<file path="src/rtl/core/lpc_pkg.sv">
`default_nettype none

package lpc_pkg;

    localparam int ENTRIES_DEF = 8;

    localparam int KEY_W  = 24;
    localparam int USES_W = 32;
    localparam int COST_W = 31;
    localparam int SLOT_W = 3;

    localparam logic [USES_W-1:0] USES_MAX = '1;

    localparam logic MODE_RECORD = 1'b0;

    typedef struct packed {
        logic [KEY_W-1:0]  key;
        logic [USES_W-1:0] uses;
        logic [COST_W-1:0] cost;
    } t_entry;

    // controller to datapath
    typedef struct packed {
        logic start;
        logic scan;
        logic commit;
    } t_cmd;

    // datapath to controller
    typedef struct packed {
        logic scan_done;
        logic out_free;
    } t_status;

endpackage

`default_nettype wire

</file>
<file path="src/rtl/core/lfu_price_cache.sv">
// one word at a time: after input accept o_stall stays high until its result is committed
// the scan covers all n occupied entries, with n the fill count; an empty cache scans none
// the scan does one memory read per occupied entry, then a compare
// a waiting result sits in the output register while the next word is scanned
// reset (synchronous, active low) clears the fill count and control state;
// entry contents are not cleared, the fill count marks which entries are live
`default_nettype none

module lfu_price_cache #(
    parameter int ENTRIES = lpc_pkg::ENTRIES_DEF
) (
    input  wire logic                        i_clk,
    input  wire logic                        i_rst_n,
    input  wire logic                        i_valid,
    output logic                             o_stall,
    input  wire logic                        i_mode,
    input  wire logic [lpc_pkg::KEY_W-1:0]   i_item_id,
    input  wire logic [lpc_pkg::COST_W-1:0]  i_new_price,
    output logic                             o_valid,
    input  wire logic                        i_stall,
    output logic                             o_hit,
    output logic [lpc_pkg::SLOT_W-1:0]       o_slot,
    output logic                             o_evicted,
    output logic [lpc_pkg::COST_W-1:0]       o_price
);
    import lpc_pkg::*;

    t_cmd    w_cmd;
    t_status w_status;

    lpc_ctrl u_ctrl (
        .i_clk    (i_clk),
        .i_rst_n  (i_rst_n),
        .i_valid  (i_valid),
        .i_status (w_status),
        .o_stall  (o_stall),
        .o_cmd    (w_cmd)
    );

    lpc_dp #(
        .ENTRIES (ENTRIES)
    ) u_dp (
        .i_clk       (i_clk),
        .i_rst_n     (i_rst_n),
        .i_mode      (i_mode),
        .i_item_id   (i_item_id),
        .i_new_price (i_new_price),
        .i_cmd       (w_cmd),
        .o_status    (w_status),
        .i_out_stall (i_stall),
        .o_valid     (o_valid),
        .o_hit       (o_hit),
        .o_slot      (o_slot),
        .o_evicted   (o_evicted),
        .o_price     (o_price)
    );

    // a word in flight blocks the next one
    a_busy_after_accept: assert property (@(posedge i_clk) disable iff (!i_rst_n)
        (i_valid && !o_stall) |=> o_stall)
        else $error("input accepted while a word was still in flight");

    // a commit never overwrites a result that is still held
    a_no_overwrite: assert property (@(posedge i_clk) disable iff (!i_rst_n)
        w_cmd.commit |-> !(o_valid && i_stall))
        else $error("commit overwrote a stalled result");

    a_commit_shows: assert property (@(posedge i_clk) disable iff (!i_rst_n)
        w_cmd.commit |=> o_valid)
        else $error("commit did not raise o_valid");

    a_start_commit_apart: assert property (@(posedge i_clk) disable iff (!i_rst_n)
        !(w_cmd.start && (w_cmd.commit || w_cmd.scan)))
        else $error("start overlaps scan or commit");

endmodule

`default_nettype wire

</file>
<file path="src/rtl/core/lpc_ctrl.sv">
`default_nettype none

module lpc_ctrl (
    input  wire logic            i_clk,
    input  wire logic            i_rst_n,
    input  wire logic            i_valid,
    input  lpc_pkg::t_status     i_status,
    output logic                 o_stall,
    output lpc_pkg::t_cmd        o_cmd
);
    import lpc_pkg::*;

    typedef enum logic {
        S_IDLE,
        S_SCAN
    } t_state;

    t_state r_state;
    t_state n_state;

    always_comb begin
        n_state      = r_state;
        o_cmd.start  = 1'b0;
        o_cmd.scan   = 1'b0;
        o_cmd.commit = 1'b0;
        o_stall      = (r_state != S_IDLE);
        unique case (r_state)
            S_IDLE: begin
                if (i_valid) begin
                    o_cmd.start = 1'b1;
                    n_state     = S_SCAN;
                end
            end
            S_SCAN: begin
                o_cmd.scan = 1'b1;
                // hold the finished word until the output register frees up
                if (i_status.scan_done && i_status.out_free) begin
                    o_cmd.commit = 1'b1;
                    n_state      = S_IDLE;
                end
            end
            default: n_state = S_IDLE;
        endcase
    end

    always_ff @(posedge i_clk) begin
        if (!i_rst_n) begin
            r_state <= S_IDLE;
        end else begin
            r_state <= n_state;
        end
    end

endmodule

`default_nettype wire

</file>
<file path="src/rtl/core/lpc_dp.sv">
`default_nettype none

module lpc_dp #(
    parameter int ENTRIES = lpc_pkg::ENTRIES_DEF
) (
    input  wire logic                        i_clk,
    input  wire logic                        i_rst_n,
    input  wire logic                        i_mode,
    input  wire logic [lpc_pkg::KEY_W-1:0]   i_item_id,
    input  wire logic [lpc_pkg::COST_W-1:0]  i_new_price,
    input  lpc_pkg::t_cmd                    i_cmd,
    output lpc_pkg::t_status                 o_status,
    input  wire logic                        i_out_stall,
    output logic                             o_valid,
    output logic                             o_hit,
    output logic [lpc_pkg::SLOT_W-1:0]       o_slot,
    output logic                             o_evicted,
    output logic [lpc_pkg::COST_W-1:0]       o_price
);
    import lpc_pkg::*;

    localparam int IDX_W = (ENTRIES > 1) ? $clog2(ENTRIES) : 1;
    localparam int CNT_W = $clog2(ENTRIES + 1);

    t_entry r_mem [ENTRIES];

    // latched request
    logic              r_mode;
    logic [KEY_W-1:0]  r_key;
    logic [COST_W-1:0] r_new_price;

    // fill count, doubles as the scan limit
    logic [CNT_W-1:0]  r_used;

    // scan pipeline
    logic [CNT_W-1:0]  r_rd_cnt;
    logic              r_cmp_vld;
    logic [IDX_W-1:0]  r_cmp_idx;
    t_entry            r_rd_word;

    logic              r_found;
    logic [IDX_W-1:0]  r_hit_idx;
    logic [USES_W-1:0] r_hit_uses;
    logic [COST_W-1:0] r_hit_cost;
    logic [IDX_W-1:0]  r_min_idx;
    logic [USES_W-1:0] r_min_uses;

    // output register
    logic              r_out_vld;
    logic              r_out_hit;
    logic [SLOT_W-1:0] r_out_slot;
    logic              r_out_evicted;
    logic [COST_W-1:0] r_out_price;

    logic              w_issue;
    logic              w_full;
    logic              w_wr_en;
    logic [IDX_W-1:0]  w_wr_idx;
    t_entry            w_wr_word;
    logic              w_grow;
    logic              w_res_hit;
    logic [IDX_W-1:0]  w_res_idx;
    logic [7:0]        w_res_idx8;
    logic              w_res_evicted;
    logic [COST_W-1:0] w_res_price;

    assign w_issue = i_cmd.scan && (r_rd_cnt != r_used);
    assign w_full  = (r_used == CNT_W'(ENTRIES));

    assign o_status = '{
        scan_done: (r_rd_cnt == r_used) && !r_cmp_vld,
        out_free:  !r_out_vld || !i_out_stall
    };

    always_comb begin
        w_wr_en        = 1'b0;
        w_wr_idx       = r_hit_idx;
        w_wr_word.key  = r_key;
        w_wr_word.uses = USES_W'(1);
        w_wr_word.cost = r_new_price;
        w_grow         = 1'b0;
        w_res_hit      = 1'b0;
        w_res_idx      = '0;
        w_res_evicted  = 1'b0;
        w_res_price    = '0;
        if (r_found) begin
            w_res_hit   = 1'b1;
            w_res_idx   = r_hit_idx;
            w_res_price = r_hit_cost;
            if (r_mode == MODE_RECORD && r_hit_uses != USES_MAX) begin
                w_wr_en        = 1'b1;
                w_wr_word.uses = r_hit_uses + USES_W'(1);
                w_wr_word.cost = r_hit_cost;
            end
        end else if (r_mode == MODE_RECORD) begin
            w_wr_en     = 1'b1;
            w_res_price = r_new_price;
            if (w_full) begin
                w_wr_idx      = r_min_idx;
                w_res_evicted = 1'b1;
            end else begin
                w_wr_idx = r_used[IDX_W-1:0];
                w_grow   = 1'b1;
            end
            w_res_idx = w_wr_idx;
        end
    end

    assign w_res_idx8 = 8'(w_res_idx);

    // entry memory: one write port, one registered read port
    always_ff @(posedge i_clk) begin
        if (i_cmd.commit && w_wr_en) begin
            r_mem[w_wr_idx] <= w_wr_word;
        end
        if (w_issue) begin
            r_rd_word <= r_mem[r_rd_cnt[IDX_W-1:0]];
            r_cmp_idx <= r_rd_cnt[IDX_W-1:0];
        end
    end

    always_ff @(posedge i_clk) begin
        if (i_cmd.start) begin
            r_mode      <= i_mode;
            r_key       <= i_item_id;
            r_new_price <= i_new_price;
        end
        if (r_cmp_vld) begin
            if (!r_found && r_rd_word.key == r_key) begin
                r_hit_idx  <= r_cmp_idx;
                r_hit_uses <= r_rd_word.uses;
                r_hit_cost <= r_rd_word.cost;
            end
            // strict compare keeps the lowest index on ties
            if (r_cmp_idx == '0 || r_rd_word.uses < r_min_uses) begin
                r_min_idx  <= r_cmp_idx;
                r_min_uses <= r_rd_word.uses;
            end
        end
        if (i_cmd.commit) begin
            r_out_hit     <= w_res_hit;
            r_out_slot    <= w_res_idx8[SLOT_W-1:0];
            r_out_evicted <= w_res_evicted;
            r_out_price   <= w_res_price;
        end
    end

    always_ff @(posedge i_clk) begin
        if (!i_rst_n) begin
            r_used    <= '0;
            r_rd_cnt  <= '0;
            r_cmp_vld <= 1'b0;
            r_found   <= 1'b0;
            r_out_vld <= 1'b0;
        end else begin
            r_cmp_vld <= w_issue;
            if (i_cmd.start) begin
                r_rd_cnt <= '0;
                r_found  <= 1'b0;
            end else begin
                if (w_issue) begin
                    r_rd_cnt <= r_rd_cnt + CNT_W'(1);
                end
                if (r_cmp_vld && r_rd_word.key == r_key) begin
                    r_found <= 1'b1;
                end
            end
            if (i_cmd.commit && w_grow) begin
                r_used <= r_used + CNT_W'(1);
            end
            if (i_cmd.commit) begin
                r_out_vld <= 1'b1;
            end else if (r_out_vld && !i_out_stall) begin
                r_out_vld <= 1'b0;
            end
        end
    end

    assign o_valid   = r_out_vld;
    assign o_hit     = r_out_hit;
    assign o_slot    = r_out_slot;
    assign o_evicted = r_out_evicted;
    assign o_price   = r_out_price;

endmodule

`default_nettype wire
</file>
<file path="config.mk">
export PLATFORM = sky130hd
export DESIGN_NAME = lfu_price_cache
export DESIGN_NICKNAME = d
export VERILOG_FILES = /design/src/rtl/core/lpc_pkg.sv /design/src/rtl/core/lfu_price_cache.sv /design/src/rtl/core/lpc_ctrl.sv /design/src/rtl/core/lpc_dp.sv
export SDC_FILE = /design/constraint.sdc
export NUM_CORES = 1
export LEC_CHECK = 0
export ABC_AREA = 1
export BUFFER_PORTS_ARGS = -buffer_cell sky130_fd_sc_hd__buf_2
export CAP_MARGIN = 5
export CORE_MARGIN = 2
export CORE_UTILIZATION = 37
export DETAILED_ROUTE_END_ITERATION = 16
export PLACE_DENSITY_LB_ADDON = 0.08
export SYNTH_ARGS = -nofsm -noshare
export SYNTH_HDL_FRONTEND = slang
export SYNTH_HIERARCHICAL = 1
export SYNTH_SLANG_ARGS = --single-unit
</file>
<file path="constraint.sdc">
create_clock -name i_clk -period 11.83 [get_ports i_clk]
set_clock_uncertainty 0.15 [all_clocks]
set_input_delay 2.366 -clock i_clk [delete_from_list [all_inputs] [get_ports i_clk]]
set_output_delay 2.366 -clock i_clk [all_outputs]
set_load 0.02 [all_outputs]
</file>
==> impl_metrics.csv <==
group,metric,value,unit
cells_and_area,synthToLayoutAreaGrowth,13.35,%
place,gp_congestion,0.7770,
floorplan,coreArea,103800,sq um
timing,finalSetupViolCount,0,
grt,antenna_found_initial,1,
floorplan,ioPinCount,98,
floorplan,die_area,107500,sq um
clock_tree,cts_hold_buf,0,
grt,grt_use_total,0.1743,
timing,worst_hold_slack,0.2719,ns
setup_path,cp_num_buf_inv,3,
setup_path,crit_chain,"buf_2 -> nand2_1 -> nand2_1 -> nor2_4 -> o211ai_2 -> nor2_4 -> buf_4 -> buf_4",
clock_tree,h-tree-depth,3,
timing,period_share,0.4362,
timing,tightestPinTransition,1.143,ns
floorplan,die_x,327.8,um
power_and_ir_drop,leakagePower,15.47,nW
setup_path,reg2reg_to,"u_dp/r_mem[1][58]",
route,maxUsedRoutingLayer,"met4",
floorplan,die_h,327.8,um
synthesis,syn_inst,2895,
timing,tns,0,ns
synthesis,synth_adder_area_share,0.01129,
route,wl_met1,44.00,mm
clock_tree,clk-insertion-delay-late,0.67,ns
setup_path,crit_fanout,44,
cells_and_area,fin_nets,3076,
clock_tree,post_cts_buffers,0,
setup_path,crit_arrival,5.30,ns
place,port_buffers,97,
timing,period_needed,5.160,ns
route,drc,0,
setup_path,crit_slowest_cell,"nor2_4",
route,wl_met3,4.485,mm
synthesis,synth_warnings,6,
grt,first_global_vias,22600,
power_and_ir_drop,irDropWorstVdd,0.1174,mV
clock_tree,cts_sinks,991,
status,status,"complete, no violations",
synthesis,ys_ff_latch,991,
run,drv_cap,0,
synthesis,ys_seq_area_frac,0.7640,
grt,grt_pass1_wl,141.6,mm
setup_path,crit_path_start,"i_stall",
setup_path,ff2ff_setup_slack,6.75,ns
timing,fmax,0.1938,GHz
route,antenna_left,0,
floorplan,rows,118,
synthesis,muxShareOfSynthArea,0,
synthesis,synth_top_family_by_area,"simple AND/OR/NAND/NOR gates",
synthesis,synth_simple_gate_area_frac,0.09334,
route,met2_wirelength,43.71,mm
synthesis,synth_compound_area_frac,0.09150,
timing,slew_headroom,0.2379,
clock_tree,cts_tree,"yes",
floorplan,start_util,0.3738,
route,routedWlPerCell,21.11,um
synthesis,synth_fp_nets,2990,
synthesis,syn_avg_cell_area,13.40,sq um
synthesis,ys_types,40,
grt,grt_max_degree,203,
setup_path,required,11.97,ns
timing,slew_viol_final,0,
power_and_ir_drop,p_per_area,169.9,nW/um^2
route,detail_route.iter0.violations,1816,
clock_tree,cts_inserted_buffers,105,
cells_and_area,n_antenna_cell,0,
setup_path,path_class,"primary input to register",
route,routed_wl,93.91,mm
clock_tree,ctsResizeCount,0,
setup_path,path_delay_family,"buffers and inverters",
route,vias,22620,
timing,hold_viol,0,
setup_path,crit_path_end_kind,"register",
route,dr.pass1.iters,5,
synthesis,synthesis.area,38790,sq um
synthesis,synth_xor_area_frac,0.009482,
setup_path,r2r_start,"u_dp/r_found",
hold_path,hp-class,"register to register",
clock_tree,clock-root-buffer,"clkbuf_16",
setup_path,slowest_delay,0.76,ns
setup_path,crit_path_start_kind,"primary input",
grt,grt-ovfl-total,0,
clock_tree,cts_buffer_depth,3,
clock_tree,clk_pin_slew,0.06,ns
cells_and_area,drive_above_1_share,0.1180,
route,via_per_inst,5.084,
setup_path,crit_end,"u_dp/r_mem[1][58]",
place,hpwl,49.54,mm
setup_path,crit_cells,8,
setup_path,rr_worst_depth,9,
timing,rsz0062_at_grt,"no",
[through the flow]
| stage | util | setup WS, ns | total power, mW | cell area, sq um | instances |
|---|---|---|---|---|---|
| after global placement | 0.3920 | 5.985 | 4.390 | 40690 | 4254 |
| after CTS | 0.4237 | 6.599 | 7.576 | 43970 | 4449 |
| after detailed placement | 0.3920 | 5.880 | 4.397 | 40690 | 4254 |
| final | 0.4237 | 6.670 | 7.469 | 43970 | 4449 |
| after floorplan | - | 3.518 | 4.255 | 38790 | 2895 |
| after global routing | 0.4237 | 6.377 | 7.746 | 43970 | 4449 |
[logic make-up after synthesis]
logic type | Yosys count
flops | 991
simple gates | 911
buf+inv | 276
compound gates | 640
fa+ha+maj | 35
xor+xnor | 42
[per-layer routing]
layer / global-route usage / vias to the layer above
li1: - / 10640
met1: 0.2460 / 11400
met2: 0.2807 / 470
met3: 0.02832 / 107
met4: 0.04607 / 0
met5: 0 / -
[registers in the layout, indices dropped and copies added, names as in the netlist, 3 cells and up]
register and flops:
u_dp/o_price 31, u_dp/o_slot 3, u_dp/r_cmp_idx 3, u_dp/r_hit_cost 31, u_dp/r_hit_idx 3, u_dp/r_hit_uses 32, u_dp/r_key 24, u_dp/r_mem 696
u_dp/r_min_idx 3, u_dp/r_min_uses 32, u_dp/r_new_price 31, u_dp/r_rd_cnt 4, u_dp/r_rd_word 87, u_dp/r_used 4
[report_power, final]
group          internal (mW)  switching (mW)
registers               3.94          0.0472
logic                 0.0887           0.239
clock network           1.82            1.33
[worst reg2reg max path: cells and delay by family, from the launching register on]
family                 cells  cell delay, ns
AO/OA/AOI/OAI              1            0.32
buffers and inverters      4            2.56
flip-flops                 1            0.39
AND/OR/NAND/NOR            4            1.22
[layout make-up]
cell class / count / area (sq um)
Timing Repair Buffer: 131 / 753.2
Fill cell: 9531 / 59820
Clock inverter: 66 / 525.5
Multi-Input combinational cell: 1628 / 8073
Clock buffer: 129 / 2760
Tap cell: 1380 / 1727
Inverter: 124 / 488.0
Sequential cell: 991 / 29650
[placed cells by master, fill, tap and decap left out, types with 3 or more instances in the layout]
cell / n
buf_4: 33
nand3b_1: 3
nand2_2: 21
xnor2_1: 12
o21ai_2: 29
bufinv_16: 8
ha_1: 35
or2_2: 3
nand2_1: 134
a21oi_1: 26
nand4_1: 11
nor3_1: 11
clkinv_2: 27
dfxtp_1: 10
clkbuf_16: 107
edfxtp_1: 979
o21ai_0: 401
nand3_1: 22
clkbuf_1: 22
nor2_4: 12
a31oi_1: 88
xor2_1: 30
inv_2: 3
clkinv_1: 24
inv_6: 5
inv_1: 117
nor2_1: 684
o22ai_1: 90
buf_2: 97
[synthesized netlist by cell type, drive strengths merged]
cell,count,area [sq um]
nor2,698,2643
o21a,2,15.01
dfxtp,12,240.2
nand4,12,81.33
or3,1,6.260
xnor2,12,105.1
o21ai,431,2266
ha,35,437.9
o211ai,2,20.02
clkbuf,84,319.1
xor2,30,262.8
inv,124,465.4
buf,68,395.4
nand3,23,120.1
nor3,13,76.33
nor4,1,6.260
edfxtp,979,29400
a21oi,27,135.1
a31oi,88,550.5
or2,3,18.77
nand3b,3,22.52
o22ai,90,563.0
and3,2,12.51
nand2,155,634.4
[worst min-delay path by stage]
stage                                  start                  end  slack [ns]  cells past startpoint
after detailed placement   u_dp/r_rd_word[0]   u_dp/r_hit_cost[0]        0.26                      0
final                     u_dp/r_rd_word[21]  u_dp/r_hit_cost[21]        0.27                      0
after CTS                  u_dp/r_rd_word[8]   u_dp/r_hit_cost[8]        0.26                      0
after global placement     u_dp/r_rd_word[0]   u_dp/r_hit_cost[0]        0.26                      0
after floorplan            u_dp/r_rd_word[0]   u_dp/r_hit_cost[0]        0.25                      0
after global routing       u_dp/r_rd_word[8]   u_dp/r_hit_cost[8]        0.27                      0
(Power assumes the default switching activity.)
